## src/rtl/uer_pkg.sv

```systemverilog
// Shared types, constants and helpers for the ultrasonic echo ranger.
// Used by every module of the block; depends on nothing else.
package uer_pkg;

    // Counter and field widths
    localparam int COUNT_BITS = 16;
    localparam int DIST_W     = 16;
    localparam int DIV_W      = 8;
    localparam int CFG_W      = 16;
    localparam int CFG_IDX_W  = 3;
    localparam int CMP_W      = (COUNT_BITS > 16) ? COUNT_BITS : 16;
    localparam int STEP_W     = $clog2(COUNT_BITS);
    localparam int SAT_W      = COUNT_BITS + DIST_W;

    // Job queue between front and back
    localparam int FIFO_DEPTH = 4;
    localparam int FIFO_PTR_W = $clog2(FIFO_DEPTH);

    typedef logic [COUNT_BITS-1:0] count_t;
    typedef logic [DIST_W-1:0]     dist_t;

    localparam count_t COUNT_MAX = '1;
    localparam dist_t  DIST_MAX  = '1;
    localparam logic [STEP_W-1:0] STEP_LAST = STEP_W'(COUNT_BITS - 1);

    // Configuration register indexes
    typedef enum logic [CFG_IDX_W-1:0] {
        CFG_TRIG_WIDTH,
        CFG_RISE_TMO,
        CFG_HIGH_TMO,
        CFG_UNIT_MODE,
        CFG_CM_DIV,
        CFG_INCH_DIV
    } cfg_idx_t;

    // Register reset values
    localparam logic [7:0]  TRIG_WIDTH_RST = 8'd10;
    localparam logic [15:0] RISE_TMO_RST   = 16'd2000;
    localparam logic [15:0] HIGH_TMO_RST   = 16'd30000;
    localparam logic [1:0]  UNIT_MODE_RST  = 2'd1;
    localparam logic [7:0]  CM_DIV_RST     = 8'd58;
    localparam logic [7:0]  INCH_DIV_RST   = 8'd148;

    // Unit selection codes
    typedef enum logic [1:0] {
        UNIT_RAW,
        UNIT_CM,
        UNIT_INCH
    } unit_t;

    // Measurement phase
    typedef enum logic [1:0] {
        PH_IDLE,
        PH_TRIG,
        PH_RISE,
        PH_HIGH
    } phase_t;

    // Back end sequencer
    typedef enum logic [1:0] {
        BK_IDLE,
        BK_DIV,
        BK_HOLD
    } bk_state_t;

    // Input word
    typedef struct packed {
        logic start_req;
        logic echo_level;
    } sample_t;

    // Output word
    typedef struct packed {
        logic  trigger_level;
        logic  done_res;
        logic  timed_out;
        dist_t distance;
        logic  busy_res;
    } report_t;

    // One classified tick as queued for the back end
    typedef struct packed {
        logic             trig;
        logic             done;
        logic             tmo;
        logic             busy;
        logic             div_op;
        logic             sat_op;
        count_t           value;
        logic [DIV_W-1:0] divisor;
    } job_t;

    // Saturating increment of the tick counter
    function automatic count_t count_inc(input count_t c);
        return (c == COUNT_MAX) ? c : c + count_t'(1);
    endfunction

    // Clamp a count to the distance width
    function automatic dist_t sat_dist(input count_t v);
        logic [SAT_W-1:0] wide;
        wide = SAT_W'(v);
        return (wide > SAT_W'(DIST_MAX)) ? DIST_MAX : wide[DIST_W-1:0];
    endfunction

endpackage

```

## src/rtl/ultrasonic_echo_ranger.sv

```systemverilog
// Top level of the ultrasonic echo ranger.
// Instantiates uer_front, uer_fifo and uer_back; uses uer_pkg.
//
// Usage:
//   smp channel: one word per microsecond tick, carrying start_req and the
//   sampled echo_level. rpt channel: exactly one word per sample word, with
//   trigger_level, done_res, timed_out, distance and busy_res for that tick.
//   cfg port: write-only registers, written by cfg_we/cfg_index/cfg_data,
//   to be changed only while no measurement is pending.
// Data flow:
//   A tick that needs no division goes into the queue, then the output
//   register; these flow at one word per cycle while rpt_ready is high and
//   the divider is idle. A finished measurement in centimetres or inches
//   is divided bit-serially in the back end, one quotient bit per cycle; it is
//   loaded, all quotient bits are shifted in, then it is handed to the output
//   register. A four-word queue between front FSM and divider absorbs this.
// Reset: phase idle, counters cleared, registers at their reset values,
//   queue and output register empty.
// Stall: when rpt_ready is low the output word holds, the queue fills, and
//   smp_ready drops once the queue is full.
module ultrasonic_echo_ranger
    import uer_pkg::*;
(
    input  logic                 clk,
    input  logic                 rst_n,
    input  logic                 cfg_we,
    input  logic [CFG_IDX_W-1:0] cfg_index,
    input  logic [CFG_W-1:0]     cfg_data,
    input  logic                 smp_valid,
    output logic                 smp_ready,
    input  sample_t              smp,
    output logic                 rpt_valid,
    input  logic                 rpt_ready,
    output report_t              rpt
);

    logic q_full, q_empty, q_push, q_pop;
    job_t q_in, q_head;

    // Tick classifier
    uer_front u_front (
        .clk       (clk),
        .rst_n     (rst_n),
        .cfg_we    (cfg_we),
        .cfg_index (cfg_index),
        .cfg_data  (cfg_data),
        .smp_valid (smp_valid),
        .smp_ready (smp_ready),
        .smp       (smp),
        .q_full    (q_full),
        .push      (q_push),
        .job       (q_in)
    );

    // Job queue
    uer_fifo u_fifo (
        .clk      (clk),
        .rst_n    (rst_n),
        .push     (q_push),
        .push_job (q_in),
        .pop      (q_pop),
        .head_job (q_head),
        .full     (q_full),
        .empty    (q_empty)
    );

    // Conversion and output
    uer_back u_back (
        .clk       (clk),
        .rst_n     (rst_n),
        .empty     (q_empty),
        .head_job  (q_head),
        .pop       (q_pop),
        .rpt_valid (rpt_valid),
        .rpt_ready (rpt_ready),
        .rpt       (rpt)
    );

endmodule

```

## src/rtl/uer_front.sv

```systemverilog
// Front end: configuration registers and the per-tick measurement FSM.
// Classifies each accepted tick into a job for the back end. Uses uer_pkg.
module uer_front
    import uer_pkg::*;
(
    input  logic                 clk,
    input  logic                 rst_n,
    input  logic                 cfg_we,
    input  logic [CFG_IDX_W-1:0] cfg_index,
    input  logic [CFG_W-1:0]     cfg_data,
    input  logic                 smp_valid,
    output logic                 smp_ready,
    input  sample_t              smp,
    input  logic                 q_full,
    output logic                 push,
    output job_t                 job
);

    logic [7:0]  trig_width_reg;
    logic [15:0] rise_tmo_reg;
    logic [15:0] high_tmo_reg;
    logic [1:0]  unit_mode_reg;
    logic [7:0]  cm_div_reg;
    logic [7:0]  inch_div_reg;

    phase_t phase_reg, phase_next;
    count_t cnt_reg, cnt_next;

    logic   accept;
    count_t cnt_inc;
    logic   idle_end, trig_end, rise_to, high_first_to, high_to;

    // Configuration writes
    always_ff @(posedge clk or negedge rst_n)
    begin
        if (!rst_n)
        begin
            trig_width_reg <= TRIG_WIDTH_RST;
            rise_tmo_reg   <= RISE_TMO_RST;
            high_tmo_reg   <= HIGH_TMO_RST;
            unit_mode_reg  <= UNIT_MODE_RST;
            cm_div_reg     <= CM_DIV_RST;
            inch_div_reg   <= INCH_DIV_RST;
        end
        else if (cfg_we)
        begin
            case (cfg_index)
                CFG_TRIG_WIDTH: trig_width_reg <= cfg_data[7:0];
                CFG_RISE_TMO:   rise_tmo_reg   <= cfg_data[15:0];
                CFG_HIGH_TMO:   high_tmo_reg   <= cfg_data[15:0];
                CFG_UNIT_MODE:  unit_mode_reg  <= cfg_data[1:0];
                CFG_CM_DIV:     cm_div_reg     <= cfg_data[7:0];
                CFG_INCH_DIV:   inch_div_reg   <= cfg_data[7:0];
                default:        ;
            endcase
        end
    end

    // Handshake: take a word whenever the queue has room
    assign smp_ready = !q_full;
    assign accept    = smp_valid && !q_full;
    assign push      = accept;

    // Shared compares
    always_comb
    begin
        cnt_inc       = count_inc(cnt_reg);
        idle_end      = (trig_width_reg <= 8'd1);
        trig_end      = (CMP_W'(cnt_inc) >= CMP_W'(trig_width_reg)) || (cnt_inc == COUNT_MAX);
        rise_to       = (CMP_W'(cnt_inc) >= CMP_W'(rise_tmo_reg)) || (cnt_inc == COUNT_MAX);
        high_first_to = (high_tmo_reg <= 16'd1);
        high_to       = (CMP_W'(cnt_inc) >= CMP_W'(high_tmo_reg)) || (cnt_inc == COUNT_MAX);
    end

    // Next phase and count
    always_comb
    begin
        phase_next = phase_reg;
        cnt_next   = cnt_reg;
        case (phase_reg)
            PH_IDLE:
            begin
                if (smp.start_req)
                begin
                    if (idle_end)
                    begin
                        phase_next = PH_RISE;
                        cnt_next   = '0;
                    end
                    else
                    begin
                        phase_next = PH_TRIG;
                        cnt_next   = count_t'(1);
                    end
                end
            end
            PH_TRIG:
            begin
                cnt_next = cnt_inc;
                if (trig_end)
                begin
                    phase_next = PH_RISE;
                    cnt_next   = '0;
                end
            end
            PH_RISE:
            begin
                if (smp.echo_level)
                begin
                    if (high_first_to)
                    begin
                        phase_next = PH_IDLE;
                        cnt_next   = '0;
                    end
                    else
                    begin
                        phase_next = PH_HIGH;
                        cnt_next   = count_t'(1);
                    end
                end
                else
                begin
                    cnt_next = cnt_inc;
                    if (rise_to)
                    begin
                        phase_next = PH_IDLE;
                        cnt_next   = '0;
                    end
                end
            end
            PH_HIGH:
            begin
                if (smp.echo_level)
                begin
                    cnt_next = cnt_inc;
                    if (high_to)
                    begin
                        phase_next = PH_IDLE;
                        cnt_next   = '0;
                    end
                end
                else
                begin
                    phase_next = PH_IDLE;
                    cnt_next   = '0;
                end
            end
            default:
            begin
                phase_next = PH_IDLE;
                cnt_next   = '0;
            end
        endcase
    end

    // Job built from this tick
    always_comb
    begin
        job         = '0;
        job.busy    = (phase_next != PH_IDLE);
        job.value   = '0;
        case (phase_reg)
            PH_IDLE:
            begin
                job.trig = smp.start_req;
            end
            PH_TRIG:
            begin
                job.trig = 1'b1;
            end
            PH_RISE:
            begin
                if (smp.echo_level ? high_first_to : rise_to)
                begin
                    job.done = 1'b1;
                    job.tmo  = 1'b1;
                end
            end
            PH_HIGH:
            begin
                if (smp.echo_level)
                begin
                    if (high_to)
                    begin
                        job.done = 1'b1;
                        job.tmo  = 1'b1;
                    end
                end
                else
                begin
                    // echo fell: report the high width
                    job.done  = 1'b1;
                    job.value = cnt_reg;
                    case (unit_mode_reg)
                        UNIT_CM:
                        begin
                            job.divisor = cm_div_reg;
                            job.sat_op  = (cm_div_reg == '0);
                            job.div_op  = (cm_div_reg != '0);
                        end
                        UNIT_INCH:
                        begin
                            job.divisor = inch_div_reg;
                            job.sat_op  = (inch_div_reg == '0);
                            job.div_op  = (inch_div_reg != '0);
                        end
                        default: ;
                    endcase
                end
            end
            default: ;
        endcase
    end

    // Phase state
    always_ff @(posedge clk or negedge rst_n)
    begin
        if (!rst_n)
        begin
            phase_reg <= PH_IDLE;
            cnt_reg   <= '0;
        end
        else if (accept)
        begin
            phase_reg <= phase_next;
            cnt_reg   <= cnt_next;
        end
    end

endmodule

```

## src/rtl/uer_fifo.sv

```systemverilog
// Short job queue between the front and back ends.
// Register-based, first word fall-through. Uses uer_pkg.
module uer_fifo
    import uer_pkg::*;
(
    input  logic clk,
    input  logic rst_n,
    input  logic push,
    input  job_t push_job,
    input  logic pop,
    output job_t head_job,
    output logic full,
    output logic empty
);

    job_t                  slot_reg [FIFO_DEPTH];
    logic [FIFO_PTR_W-1:0] wr_ptr_reg, rd_ptr_reg;
    logic [FIFO_PTR_W:0]   fill_reg, fill_next;

    assign full     = (fill_reg == (FIFO_PTR_W+1)'(FIFO_DEPTH));
    assign empty    = (fill_reg == '0);
    assign head_job = slot_reg[rd_ptr_reg];

    // Fill level
    always_comb
    begin
        fill_next = fill_reg;
        if (push && !pop)
        begin
            fill_next = fill_reg + 1'b1;
        end
        else if (pop && !push)
        begin
            fill_next = fill_reg - 1'b1;
        end
    end

    // Pointers
    always_ff @(posedge clk or negedge rst_n)
    begin
        if (!rst_n)
        begin
            wr_ptr_reg <= '0;
            rd_ptr_reg <= '0;
            fill_reg   <= '0;
        end
        else
        begin
            if (push)
            begin
                wr_ptr_reg <= wr_ptr_reg + 1'b1;
            end
            if (pop)
            begin
                rd_ptr_reg <= rd_ptr_reg + 1'b1;
            end
            fill_reg <= fill_next;
        end
    end

    // Storage
    always_ff @(posedge clk)
    begin
        if (push)
        begin
            slot_reg[wr_ptr_reg] <= push_job;
        end
    end

endmodule

```

## src/rtl/uer_back.sv

```systemverilog
// Back end: unit conversion by a bit-serial restoring divider and the
// output register. Uses uer_pkg.
module uer_back
    import uer_pkg::*;
(
    input  logic    clk,
    input  logic    rst_n,
    input  logic    empty,
    input  job_t    head_job,
    output logic    pop,
    output logic    rpt_valid,
    input  logic    rpt_ready,
    output report_t rpt
);

    bk_state_t bk_state_reg, bk_state_next;

    logic [STEP_W-1:0] step_reg;
    count_t            quo_reg, quo_next;
    logic [DIV_W-1:0]  rem_reg, rem_next;
    logic [DIV_W-1:0]  dvs_reg;
    logic              trig_reg, busy_reg;
    logic              rpt_valid_reg;
    report_t           rpt_reg;

    logic              out_free;
    logic              load_direct, load_div, div_step, finish;
    logic [DIV_W:0]    trial;

    assign out_free  = !rpt_valid_reg || rpt_ready;
    assign rpt_valid = rpt_valid_reg;
    assign rpt       = rpt_reg;

    // Next state
    always_comb
    begin
        bk_state_next = bk_state_reg;
        case (bk_state_reg)
            BK_IDLE:
            begin
                if (!empty && out_free && head_job.div_op)
                begin
                    bk_state_next = BK_DIV;
                end
            end
            BK_DIV:
            begin
                if (step_reg == STEP_LAST)
                begin
                    bk_state_next = BK_HOLD;
                end
            end
            BK_HOLD:
            begin
                if (out_free)
                begin
                    bk_state_next = BK_IDLE;
                end
            end
            default: bk_state_next = BK_IDLE;
        endcase
    end

    // Control outputs
    always_comb
    begin
        pop         = (bk_state_reg == BK_IDLE) && !empty && out_free;
        load_direct = pop && !head_job.div_op;
        load_div    = pop && head_job.div_op;
        div_step    = (bk_state_reg == BK_DIV);
        finish      = (bk_state_reg == BK_HOLD) && out_free;
    end

    // One quotient bit per cycle
    always_comb
    begin
        trial = {rem_reg, quo_reg[COUNT_BITS-1]};
        if (trial >= {1'b0, dvs_reg})
        begin
            rem_next = DIV_W'(trial - {1'b0, dvs_reg});
            quo_next = {quo_reg[COUNT_BITS-2:0], 1'b1};
        end
        else
        begin
            rem_next = trial[DIV_W-1:0];
            quo_next = {quo_reg[COUNT_BITS-2:0], 1'b0};
        end
    end

    // Control registers
    always_ff @(posedge clk or negedge rst_n)
    begin
        if (!rst_n)
        begin
            bk_state_reg  <= BK_IDLE;
            step_reg      <= '0;
            rpt_valid_reg <= 1'b0;
        end
        else
        begin
            bk_state_reg <= bk_state_next;
            if (load_div)
            begin
                step_reg <= '0;
            end
            else if (div_step)
            begin
                step_reg <= step_reg + 1'b1;
            end
            if (load_direct || finish)
            begin
                rpt_valid_reg <= 1'b1;
            end
            else if (rpt_ready)
            begin
                rpt_valid_reg <= 1'b0;
            end
        end
    end

    // Divider and output payload
    always_ff @(posedge clk)
    begin
        if (load_div)
        begin
            quo_reg  <= head_job.value;
            rem_reg  <= '0;
            dvs_reg  <= head_job.divisor;
            trig_reg <= head_job.trig;
            busy_reg <= head_job.busy;
        end
        else if (div_step)
        begin
            quo_reg <= quo_next;
            rem_reg <= rem_next;
        end

        if (load_direct)
        begin
            rpt_reg.trigger_level <= head_job.trig;
            rpt_reg.done_res      <= head_job.done;
            rpt_reg.timed_out     <= head_job.tmo;
            rpt_reg.distance      <= head_job.sat_op ? DIST_MAX : sat_dist(head_job.value);
            rpt_reg.busy_res      <= head_job.busy;
        end
        else if (finish)
        begin
            rpt_reg.trigger_level <= trig_reg;
            rpt_reg.done_res      <= 1'b1;
            rpt_reg.timed_out     <= 1'b0;
            rpt_reg.distance      <= sat_dist(quo_reg);
            rpt_reg.busy_res      <= busy_reg;
        end
    end

endmodule

```

## config.mk

```make
export PLATFORM = sky130hd
export DESIGN_NAME = ultrasonic_echo_ranger
export DESIGN_NICKNAME = d
export VERILOG_FILES = /design/src/rtl/uer_pkg.sv /design/src/rtl/ultrasonic_echo_ranger.sv /design/src/rtl/uer_front.sv /design/src/rtl/uer_fifo.sv /design/src/rtl/uer_back.sv
export SDC_FILE = /design/constraint.sdc
export NUM_CORES = 1
export LEC_CHECK = 0
export ABC_AREA = 1
export ABC_CLOCK_PERIOD_IN_PS = 3300
export BUFFER_PORTS_ARGS = -buffer_cell sky130_fd_sc_hd__buf_2
export CAP_MARGIN = 20
export CORE_UTILIZATION = 25
export CTS_BUF_LIST = sky130_fd_sc_hd__clkbuf_2 sky130_fd_sc_hd__clkbuf_4 sky130_fd_sc_hd__clkbuf_8
export CTS_CLUSTER_DIAMETER = 80
export CTS_CLUSTER_SIZE = 12
export DETAILED_ROUTE_END_ITERATION = 12
export HOLD_SLACK_MARGIN = 0.02
export PLACE_DENSITY = 0.46
export SLEW_MARGIN = 30
export SYNTH_ARGS = -nofsm -noshare
export SYNTH_HDL_FRONTEND = slang
export SYNTH_SLANG_ARGS = --single-unit
```

## constraint.sdc

```tcl
create_clock -name clk -period 3.3 [get_ports clk]
set_input_delay 0.66 -clock clk [delete_from_list [all_inputs] [get_ports clk]]
set_output_delay 0.66 -clock clk [all_outputs]
set_load 0.05 [all_outputs]
```

**After elaboration in Yosys (flattened, before gate mapping)**

Memory sizes are Yosys's and may differ from the RTL's.
Cells that the tools add are included.

- Flip-flop bits (word level): 144
- Bits in writable memories: 120
- Output and inout bits: 22
- Logic and storage cells: 149
- Memories kept: 1

- Add/subtract/negate cells: 7
- Order comparisons: 6
- Equality and inequality tests: 20
- Mux-type cells: 49
- Reductions and logical operators: 42

Memory list:

| name | words | bits a word | read ports | clocked after Yosys merged registers in | write ports | RTL line | source |
|---|---|---|---|---|---|---|---|
| u_fifo.slot_reg | 4 | 30 | 1 | 0 | 1 | uer_fifo.sv:16 | `job_t slot_reg [FIFO_DEPTH];` |

Operators by type and width:

| operator | count |
|---|---|
| $mux W16 | 10 |
| $pmux W16 S4 | 1 |
| $mux W26 | 2 |
| $mux W20 | 2 |
| $eq A16 B16 Y1 const B | 2 |
| $ge A16 B16 Y1 | 2 |
| $mux W2 | 13 |
| $add A16 B1 Y16 const B | 1 |
| $ge A16 B8 Y1 | 1 |
| $le A16 B1 Y1 const B | 1 |
| $logic_not A8 Y1 | 2 |
| $pmux W8 S2 | 1 |
| $reduce_bool A8 Y1 | 2 |
| $reduce_and A2 Y1 | 7 |
| $logic_and A1 B1 Y1 | 10 |
| $mux W1 | 10 |
| $reduce_bool A2 Y1 | 5 |
| $eq A3 B3 Y1 const B | 3 |
| $ge A9 B8 Y1 | 1 |
| $eq A2 B2 Y1 const B | 4 |
| $le A8 B1 Y1 const B | 1 |
| $mux W4 | 2 |
| $mux W8 | 1 |
| $pmux W2 S2 | 2 |
| other kinds (20) | 38 |

**Depth between registers and ports, before layout**

Gate-level depths: netlist of the first run.

- Depth in word-level cells: 8
- Gate-level depth with buffers: 30
- Depth with buffers taken out: 30

**Hierarchy**

From an unflattened synthesis of the first run, not the netlist that was laid out.

- Cell total of the unflattened synthesis: 1447
- Area, all modules: 13435.4 µm²

By module, submodules not included:

| module | times used | cells an instance | area each (µm²) |
|---|---|---|---|
| uer_fifo | 1 | 398 | 5247.5 |
| uer_front | 1 | 733 | 5165.0 |
| uer_back | 1 | 316 | 3022.9 |

**Worst setup path before layout of the first run**

Ideal clock, no wire load.

- Path kind: reg2reg
- Start point: register u_fifo.fill_reg[0]
- End point: memory u_fifo.slot_reg[0][0] in the netlist's numbering, enable pin
- Library setup time: 0.417 ns
- Arrival: 2.483 ns
- Slack: 0.400 ns
- Stages on the path, launching flop included: 5
- Path buffers: 0
- Period minus slack after synthesis: 2.900 ns
- Cell sequence: dfrtp_1 inv_1 nand3_1 nand2_1 nor2_1

- Word-level cells in the longest chain between the ends: 5

RTL lines:

| what | RTL line | source |
|---|---|---|
| start: declaration | uer_fifo.sv:18 | `logic [FIFO_PTR_W:0] fill_reg, fill_next;` |
| start signal: assignment | uer_fifo.sv:57 | `fill_reg <= fill_next;` |
| $eq A3 B3 Y1 | uer_fifo.sv:20 | `assign full = (fill_reg == (FIFO_PTR_W+1)'(FIFO_DEPTH));` |
| $logic_not A1 Y1 | - |  |
| via smp_ready | ultrasonic_echo_ranger.sv:30 | `output logic smp_ready,` |
| $logic_and A1 B1 Y1 | uer_front.sv:61 | `assign accept = smp_valid && !q_full;` |
| $mux W1 | uer_fifo.sv:64 | `if (push)` |
| $mux W1 (implied by the code) | uer_fifo.sv:66 | `slot_reg[wr_ptr_reg] <= push_job;` |
| end: declaration | uer_fifo.sv:16 |  |

The timed path passes the listed nets, and every way through them passes these cells.

==> impl_metrics.py, run 1 <==
metrics = {
    "run_status": {
        "status": "finished clean",
    },
    "detailed_routing": {
        "ant_nets": 0,
        "vias": 9060,
        "initialDrtViolationCount": 628,
        "drc": 0,
        "first_pass_iters": 5,
        "routed_via_density": 4.38,
        "wl_um": 31000,
        "wl_per_cell_um": 15.0,
    },
    "cells_and_area": {
        "nFillCells": 5344,
        "final_area_um2": 14400,
        "multi_input_area_um2": 4560,
        "area_delta_synth_final_pct": 14.1,
        "finalNonFillerCells": 2067,
        "largest_reg_flops": 120,
        "drive_gt1_frac": 0.136,
        "final_nets": 1460,
        "regArea_um2": 7430,
        "num_antenna_cells": 0,
    },
    "cts": {
        "cts_buffers": 26,
        "cts_max_level": 1,
        "clkSinkCount": 264,
        "path_clk_slew_ps": 90,
        "ctsHoldBuffers": 0,
        "cts_buffer_depth": 3,
        "clock_latency_ps": 600,
        "root_buffer": "clkbuf_8",
        "tritoncts": "built",
    },
    "critical_path": {
        "r2r_slack_ps": 190,
        "reg2reg_from": "u_front.cnt_reg[0]",
        "cp.arrival_ps": 3450,
        "critPathLaunch": "u_front.cnt_reg[0]",
        "ff2ff_path_depth": 27,
        "crit_fanout": 5,
        "cp-end-kind": "flip-flop",
        "crit_type": "flip-flop to flip-flop",
        "cp.required_ps": 3640,
        "cp-endpoint": "u_fifo.slot_reg[3][26]",
        "startpoint_type": "flip-flop",
        "r2r-end": "u_fifo.slot_reg[3][26]",
    },
    "placement": {
        "port_buffers": 47,
        "dpl_cell_area_um2": 13800,
        "place_inst": 2015,
        "dp_hpwl_um": 21400,
        "post-place-ws_ps": 68.7,
        "gp_congestion": 0.837,
    },
    "timing": {
        "tightest_slew_ps": 799,
        "max_freq_mhz": 322,
        "hold_viol": 0,
        "holdWs_ps": 73.6,
        "period_share": 0.941,
        "fin_skew_ps": 14.1,
        "fin_crit_ps": 3110,
        "max_slew_margin": 0.467,
        "rsz0062_at_grt": "true",
        "maxSlewViolCount": 0,
        "fin_ws_ps": 194,
        "finalSetupViolCount": 0,
    },
    "die": {
        "die-width_um": 227,
        "core_um2": 50000,
        "start_util": 0.253,
        "rows": 82,
        "dieHeight_um": 227,
        "pin_count": 48,
        "die_area_um2": 51400,
    },
    "logic_synthesis": {
        "synthMuxAreaShare": 0,
        "synth.area.top_cells": "edfxtp_1 39%, dfrtp_1 13%, nand2_1 9.8%, ha_1 5.4%, o21ai_0 5.2%",
        "synthDistinctLibCells": 38,
        "yosysTopAreaCellShare": 0.395,
        "synthSimpleGateAreaFrac": 0.176,
        "synth-xor-area-share": 0.0125,
        "ys_seq_area_frac": 0.588,
        "syn_avg_cell_area_um2": 9.61,
        "syn_nets": 1397,
        "synth_compound_area_frac": 0.108,
        "syn_area_um2": 12600,
        "synth_edf_count": 166,
        "synth_common_cells": "330 x nand2_1, 166 x edfxtp_1, 141 x inv_1",
        "synth_seq_cells": 264,
        "synth-main-ff-cell": "edfxtp_1",
        "async_flop_share": 0.341,
        "synth_top_area_cell": "edfxtp_1",
        "synth_most_common_cell": "nand2_1",
        "synthAdderAreaFrac": 0.0576,
        "yosys_warnings": 0,
        "synthCells": 1314,
        "synth_top_family_by_area": "simple AND/OR/NAND/NOR gates",
    },
    "global_routing": {
        "overflow": 0,
        "grt_max_degree": 61,
        "grt_pass1_vias": 8774,
        "track_usage": 0.124,
        "antenna_found_initial": 0,
        "grt_pass1_wl_um": 50000,
    },
    "power_and_ir_drop": {
        "power_density_nw_per_um2": 791,
        "cellLeakagePower_nw": 6.05,
        "ir_worst_vdd_mv": 0.382,
    },
    "hold_path": {
        "hold_path_class": "input port to async pin",
    },
    "flow_run": {
        "drv_cap": 0,
    },
}
## placed cells by master, fill, tap and decap left out, types with 8 or more instances in the layout
master,Yosys,routed
nand2_2,7,10
nand3_1,53,52
inv_1,141,140
a21oi_1,61,61
buf_4,0,36
xor2_1,12,11
clkbuf_4,0,17
nand4_1,11,11
nor2_2,1,10
nand2_1,330,326
dfxtp_1,8,8
a31oi_1,16,16
dfstp_2,23,23
a32o_1,17,17
buf_2,0,46
edfxtp_1,166,166
nor3_1,14,13
o22ai_1,12,12
dfrtp_1,67,63
o21ai_0,131,129
nor2_1,109,99
clkbuf_8,0,26
ha_1,55,54
## worst max-delay path: stages, from the launching register on
cell     delay (ps)
dfrtp_1         420
ha_4            160
inv_1            60
nor2_4          150
nand2_4          90
nor2_4          160
buf_4           140
o21ai_1         140
ha_1            330
nand2_1          50
nand2_1          60
nand2_1          50
nand2_1          50
nand2_1          50
nand2_1          50
nand2_1          40
nand2_1          50
nand2_1          40
nand2_1          50
nand2_1          40
nand2_1          60
nand2_2          80
nand2_1          90
nand2_1          60
nand3_1         110
inv_1            40
nor2_1          110
nand3_2         110
## area by class of cell
type                            instances  share of cell area
Sequential cell                       264               0.516
Multi-Input combinational cell        859               0.317
Tap cell                              672              0.0584
Inverter                              144              0.0377
Timing Repair Buffer                   82              0.0347
Clock buffer                           43              0.0337
Clock inverter                          3             0.00330
## stage by stage
stage / setup TNS (ps) / utilization / power [mW]
floorplan: 0 / - / 8.05
global placement: 0 / 0.275 / 9.26
detailed placement: 0 / 0.275 / 9.31
CTS: 0 / 0.286 / 11.5
global route: -346 / 0.288 / 12.3
finish: 0 / 0.288 / 11.4
## worst min-delay path by stage
| stage | to | from | cells after the start |
|---|---|---|---|
| 4_1_cts | u_back.step_reg[1] | rst_n | 1 |
| 3_5_place_dp | u_front.high_tmo_reg[15] | u_front.high_tmo_reg[15] | 2 |
| 6_report | u_back.step_reg[1] | rst_n | 1 |
| 5_1_grt | u_back.step_reg[1] | rst_n | 1 |
| 3_3_place_gp | u_front.rise_tmo_reg[5] | u_front.rise_tmo_reg[5] | 2 |
| 2_1_floorplan | u_back.bk_state_reg[0] | rst_n | 0 |
## metal layers
layer / vias up / global-route usage / share of wire
met5: - / 0 / 0
met4: 0 / 0.0316 / 0.022
met3: 43 / 0.0188 / 0.037
met2: 163 / 0.193 / 0.44
met1: 4297 / 0.178 / 0.50
li1: 4557 / - / -
## timing repair
item | CTS | global route
setup endpoints to repair | 0 | 30
buffers inserted | 0 | 6
endpoints found under the hold margin | 0 | 0
gates resized for setup | 0 | 22
## logic make-up after synthesis
group,Yosys count
compound gates,247
xor+xnor,18
fa+ha+maj,57
buf+inv,191
flops,264
simple gates,537
## power breakdown
| group | switching, mW | internal, mW |
|---|---|---|
| Clock | 1.17 | 1.01 |
| Combinational | 2.88 | 1.36 |
| Sequential | 0.384 | 4.59 |
No activity file was read; power rests on OpenSTA's default activity.
==> run 2: changes to the inputs <==
BUFFER_PORTS_ARGS = unset   (was -buffer_cell sky130_fd_sc_hd__buf_2)
DONT_BUFFER_PORTS = 1   (was unset)
PLACE_DENSITY = 0.45   (was 0.46)
SLEW_MARGIN = unset   (was 30)
==> run 2 against run 1 <==
- non-clock buffer count fell by 44
- cell area down 1.4%
- register-to-register slack better by 90 ps
- sequential power up 5.2%
- clock skew grew 6.6 ps
- clock-buffer cell count rose by 3
- critical path type unchanged
- largest power group unchanged
==> impl_metrics.py, run 2 (synthesis gave the netlist of run 1 again) <==
metrics = {
    "global_routing": {
        "antenna_found_initial": 0,
        "grt_pass1_wl_um": 49600,
        "overflow": 0,
        "grt_pass1_vias": 8778,
        "track_usage": 0.123,
        "grt_max_degree": 91,
    },
    "placement": {
        "place_inst": 1968,
        "port_buffers": 0,
        "dpl_cell_area_um2": 13500,
        "gp_congestion": 0.855,
        "dp_hpwl_um": 21300,
    },
    "timing": {
        "maxSlewViolCount": 0,
        "period_share": 0.914,
        "fin_skew_ps": 20.7,
        "tightest_slew_ps": 978,
        "hold_viol": 0,
        "max_freq_mhz": 331,
        "fin_crit_ps": 3020,
        "setup_tns_ps": 0,
        "finalSetupViolCount": 0,
        "holdWs_ps": 199,
        "max_slew_margin": 0.347,
    },
    "cts": {
        "clkSinkCount": 264,
        "root_buffer": "clkbuf_8",
        "cts_buffers": 26,
        "tritoncts": "built",
        "clock_latency_ps": 600,
        "cts_max_level": 1,
        "cts_buffer_depth": 3,
        "path_clk_slew_ps": 80,
    },
    "cells_and_area": {
        "nFillCells": 5281,
        "num_antenna_cells": 0,
        "final_cell_mix": "325 x nand2_1, 166 x edfxtp_1, 140 x inv_1",
        "final_common_cell": "nand2_1",
        "final_nets": 1416,
        "drive_gt1_frac": 0.109,
        "final_area_um2": 14200,
        "area_delta_synth_final_pct": 12.5,
        "finalNonFillerCells": 2025,
        "largest_reg_flops": 120,
    },
    "detailed_routing": {
        "first_pass_iters": 5,
        "wl_per_cell_um": 15.3,
        "drc": 0,
        "initialDrtViolationCount": 563,
        "wl_um": 30900,
        "routed_via_density": 4.33,
        "vias": 8769,
        "ant_nets": 0,
    },
    "power_and_ir_drop": {
        "power_density_nw_per_um2": 798,
        "cellLeakagePower_nw": 5.88,
        "ir_worst_vdd_mv": 0.262,
    },
    "die": {
        "pin_count": 48,
        "core_um2": 50000,
        "die-width_um": 227,
        "dieHeight_um": 227,
        "die_area_um2": 51400,
        "rows": 82,
        "start_util": 0.253,
    },
    "critical_path": {
        "critPathLaunch": "u_front.cnt_reg[0]",
        "crit_fanout": 4,
        "reg2reg_from": "u_front.cnt_reg[0]",
        "cp.required_ps": 3630,
        "cp-endpoint": "u_fifo.slot_reg[3][26]",
        "slowest_stage": "dfrtp_1",
        "slowest_delay_ps": 400,
        "cp-end-kind": "flip-flop",
        "crit_type": "flip-flop to flip-flop",
        "r2r-end": "u_fifo.slot_reg[3][26]",
        "ff2ff_path_depth": 28,
        "cp.arrival_ps": 3350,
        "r2r_slack_ps": 280,
        "startpoint_type": "flip-flop",
        "path_common_cell": "nand2_1",
    },
    "flow_run": {
        "drv_cap": 0,
    },
    "run_status": {
        "status": "finished clean",
    },
    "hold_path": {
        "hold_path_class": "input port to flip-flop",
    },
}
run 2: layer usage:
metal	GRT usage	vias to the layer above	share of wire
met2	0.201	104	0.45
met3	0.0176	37	0.030
met5	0	-	0
met1	0.171	4162	0.50
li1	-	4466	-
met4	0.0288	0	0.020
run 2: cell type report:
cell class	instances	area (µm²)	area share
repair buffers	38	315	0.0222
multi-input cells	859	4540	0.320
clock inverters	2	17.5	0.00123
inverters	144	543	0.0382
well taps	672	841	0.0592
clock buffers	46	520	0.0366
flip-flops and latches	264	7430	0.523
run 2: what timing repair did:
action,CTS,global route
hold endpoints to repair,90,0
resized for setup,0,23
hold buffers,2,0
setup buffers,0,6
endpoints found under the setup margin,0,30
run 2: worst max-delay path: cells and delay by family (launching register included):
family                     cells  cell delay (ps)
and+or+nand+nor               23             1710
DFF                            1              400
buffers and inverters          3              170
adders and majority gates      2              460
run 2: report_power, final:
group          leakage, nW  switching, mW  internal, mW
Sequential            2.73          0.637          4.60
Clock                0.293           1.16         0.994
Combinational         2.86           2.60          1.34
run 2: worst min path at each step:
stage	from	endpoint	slack, ps	cells after the start
6_report	cfg_data[10]	u_front.rise_tmo_reg[10]	200	2
5_1_grt	cfg_data[8]	u_front.rise_tmo_reg[8]	180	2
4_1_cts	cfg_data[10]	u_front.rise_tmo_reg[10]	150	2
3_5_place_dp	rst_n	u_front.high_tmo_reg[9]	370	0
3_3_place_gp	rst_n	u_front.high_tmo_reg[9]	370	0
2_1_floorplan	rst_n	u_back.bk_state_reg[0]	360	0
run 2: per-stage QoR:
step | setup slack, ps | power [mW] | util
2_1_floorplan | 400 | 8.05 | -
3_3_place_gp | 167 | 9.17 | 0.270
3_5_place_dp | 146 | 9.23 | 0.270
4_1_cts | 97.4 | 11.5 | 0.282
5_1_grt | -75.4 | 12.3 | 0.284
6_report | 283 | 11.3 | 0.284
==> run 3: changes to the inputs <==
ABC_CLOCK_PERIOD_IN_PS = 3100   (was 3300)
CORE_MARGIN = 3   (was unset)
GPL_ROUTABILITY_DRIVEN = 0   (was unset)
clock period = 3.1 ns   (was 3.3 ns; I/O delays follow)
==> run 3 against run 2 <==
- worst setup slack lost 150 ps
- largest power group unchanged
- highest routed layer unchanged
- worst hold slack lost 66 ps
- largest cell class unchanged
- clock skew grew 0.61 ps
- sequential share of layout area shrank 1.3 points
- via count grew 3.9%
==> impl_metrics.py, run 3 (synthesis gave the netlist of run 1 again) <==
metrics = {
    "run_status": {
        "status": "finished clean",
    },
    "timing": {
        "period_share": 0.958,
        "max_slew_margin": 0.318,
        "setup_tns_ps": 0,
        "fin_crit_ps": 2970,
        "finalSetupViolCount": 0,
        "tightest_slew_ps": 1020,
        "maxSlewViolCount": 0,
        "fin_skew_ps": 21.3,
        "hold_viol": 0,
        "max_freq_mhz": 337,
        "rsz0062_at_grt": "true",
    },
    "detailed_routing": {
        "first_pass_iters": 5,
        "initialDrtViolationCount": 568,
        "drc": 0,
        "wl_um": 31800,
        "vias": 9111,
        "ant_nets": 0,
        "routed_via_density": 4.45,
        "wl_per_cell_um": 15.5,
    },
    "critical_path": {
        "cp.required_ps": 3450,
        "crit_type": "flip-flop to flip-flop",
        "crit_fanout": 4,
        "r2r_slack_ps": 130,
        "cp.arrival_ps": 3320,
        "cp-end-kind": "flip-flop",
        "startpoint_type": "flip-flop",
        "r2r-end": "u_fifo.slot_reg[1][26]",
        "ff2ff_path_depth": 24,
        "reg2reg_from": "u_front.cnt_reg[1]",
    },
    "power_and_ir_drop": {
        "p_clk_frac": 0.197,
        "seq_power_share": 0.452,
        "swShare": 0.390,
        "cellLeakagePower_nw": 6.04,
        "ir_worst_vdd_mv": 0.350,
        "pwr-share-comb": 0.351,
        "power_density_nw_per_um2": 845,
        "intPower_mw": 7.50,
        "switching_power_mw": 4.79,
    },
    "hold_path": {
        "worstHoldStart": "cfg_data[12]",
        "whs_endpoint": "u_front.high_tmo_reg[12]",
        "hold_path_class": "input port to flip-flop",
        "hold_depth": 2,
    },
    "flow_run": {
        "drv_cap": 0,
    },
    "cells_and_area": {
        "num_antenna_cells": 0,
        "area_delta_synth_final_pct": 15.2,
        "finalNonFillerCells": 2047,
        "final_nets": 1445,
        "drive_gt1_frac": 0.140,
        "largest_reg_flops": 120,
        "final_cell_mix": "318 x nand2_1, 166 x edfxtp_1, 137 x inv_1",
        "postLayoutCoreUtil": 0.294,
        "final_common_cell": "nand2_1",
    },
    "cts": {
        "path_clk_slew_ps": 80,
        "cts_buffer_depth": 3,
        "cts_buffers": 27,
        "clock_latency_ps": 610,
        "root_buffer": "clkbuf_8",
        "cts_max_level": 1,
        "tritoncts": "built",
        "clkSinkCount": 264,
    },
    "global_routing": {
        "antenna_found_initial": 0,
        "overflow": 0,
        "grt_pass1_vias": 8907,
        "grt_max_degree": 91,
        "track_usage": 0.117,
        "grt_pass1_wl_um": 50200,
    },
    "placement": {
        "dp_hpwl_um": 21500,
        "place_inst": 1990,
        "port_buffers": 0,
    },
    "die": {
        "rows": 81,
        "pin_count": 48,
        "die_area_um2": 53300,
        "die-width_um": 231,
        "core_um2": 49500,
        "start_util": 0.255,
        "dieHeight_um": 231,
    },
}
-- run 3: metal layers --
layer  GRT usage  wire length, µm  vias to the layer above
met5           0                0                        -
met4      0.0287              666                        0
met3      0.0202             1190                       48
met2       0.183            14100                      156
met1       0.169            15900                     4368
li1            -                -                     4539
-- run 3: worst max-delay path, cell delays in order, from the launching register on --
cell     delay (ps)
dfrtp_1         390
ha_2            200
buf_4           140
xnor2_1         290
nand2_1         220
ha_1            330
nand2_1          50
inv_1            40
nand2_1          40
nand2_1          50
nand2_1          40
nand2_1          50
nand2_1          40
nand2_1          50
nand2_1          40
nand2_1          50
nand2_1          60
nand2_2          80
nand2_4          80
nand2_4          80
nand2_2          50
nand3_2          90
inv_2            40
nor2_2          110
nand3_2         100
-- run 3: layout make-up --
cell class                 count  area, µm²
clock buffer                  45        513
fill                        5265      34900
clock inverter                 5       67.6
sequential                   264       7430
multi-input combinational    860       4660
inverter                     144        546
tap                          664        831
timing repair buffer          65        510
-- run 3: worst max-delay path by stage --
stage	startpoint	endpoint	slack (ps)	cells past startpoint
2_1_floorplan	u_fifo.fill_reg[0]	u_fifo.slot_reg[0][0]	200	4
3_3_place_gp	u_front.cnt_reg[4]	u_front.cnt_reg[2]	-140	17
3_5_place_dp	u_front.cnt_reg[4]	u_fifo.slot_reg[1][26]	-20	23
4_1_cts	u_front.cnt_reg[0]	u_fifo.slot_reg[1][26]	10	27
5_1_grt	u_front.cnt_reg[0]	u_fifo.slot_reg[1][26]	-110	30
6_report	u_front.cnt_reg[1]	u_fifo.slot_reg[1][26]	130	24
-- run 3: timing repair --
action	CTS	global route
pin swaps	0	17
setup buffers	0	4
cloned	0	1
gates resized for setup	4	49
endpoints found under the setup margin	21	30
hold buffers	2	0
hold endpoints to repair	90	0
-- run 3: power by group through the flow --
stage,Sequential [mW],Clock (mW),Combinational (mW)
floorplan,5.55,0,3.02
finish,5.56,2.42,4.31
CTS,5.57,2.54,4.28
detailed placement,5.64,0,4.23
global route,5.66,2.67,4.96
global placement,5.63,0,4.19
-- run 3: stage by stage --
step                setup WS [ps]  hold slack [ps]  cell area, µm²  power (mW)
floorplan                     200              324           12600        8.57
global placement             -142              327           13700        9.81
detailed placement          -15.3              327           13700        9.87
CTS                          14.9             86.1           14400        12.4
global route                 -113              112           14600        13.3
finish                        129              133           14600        12.3
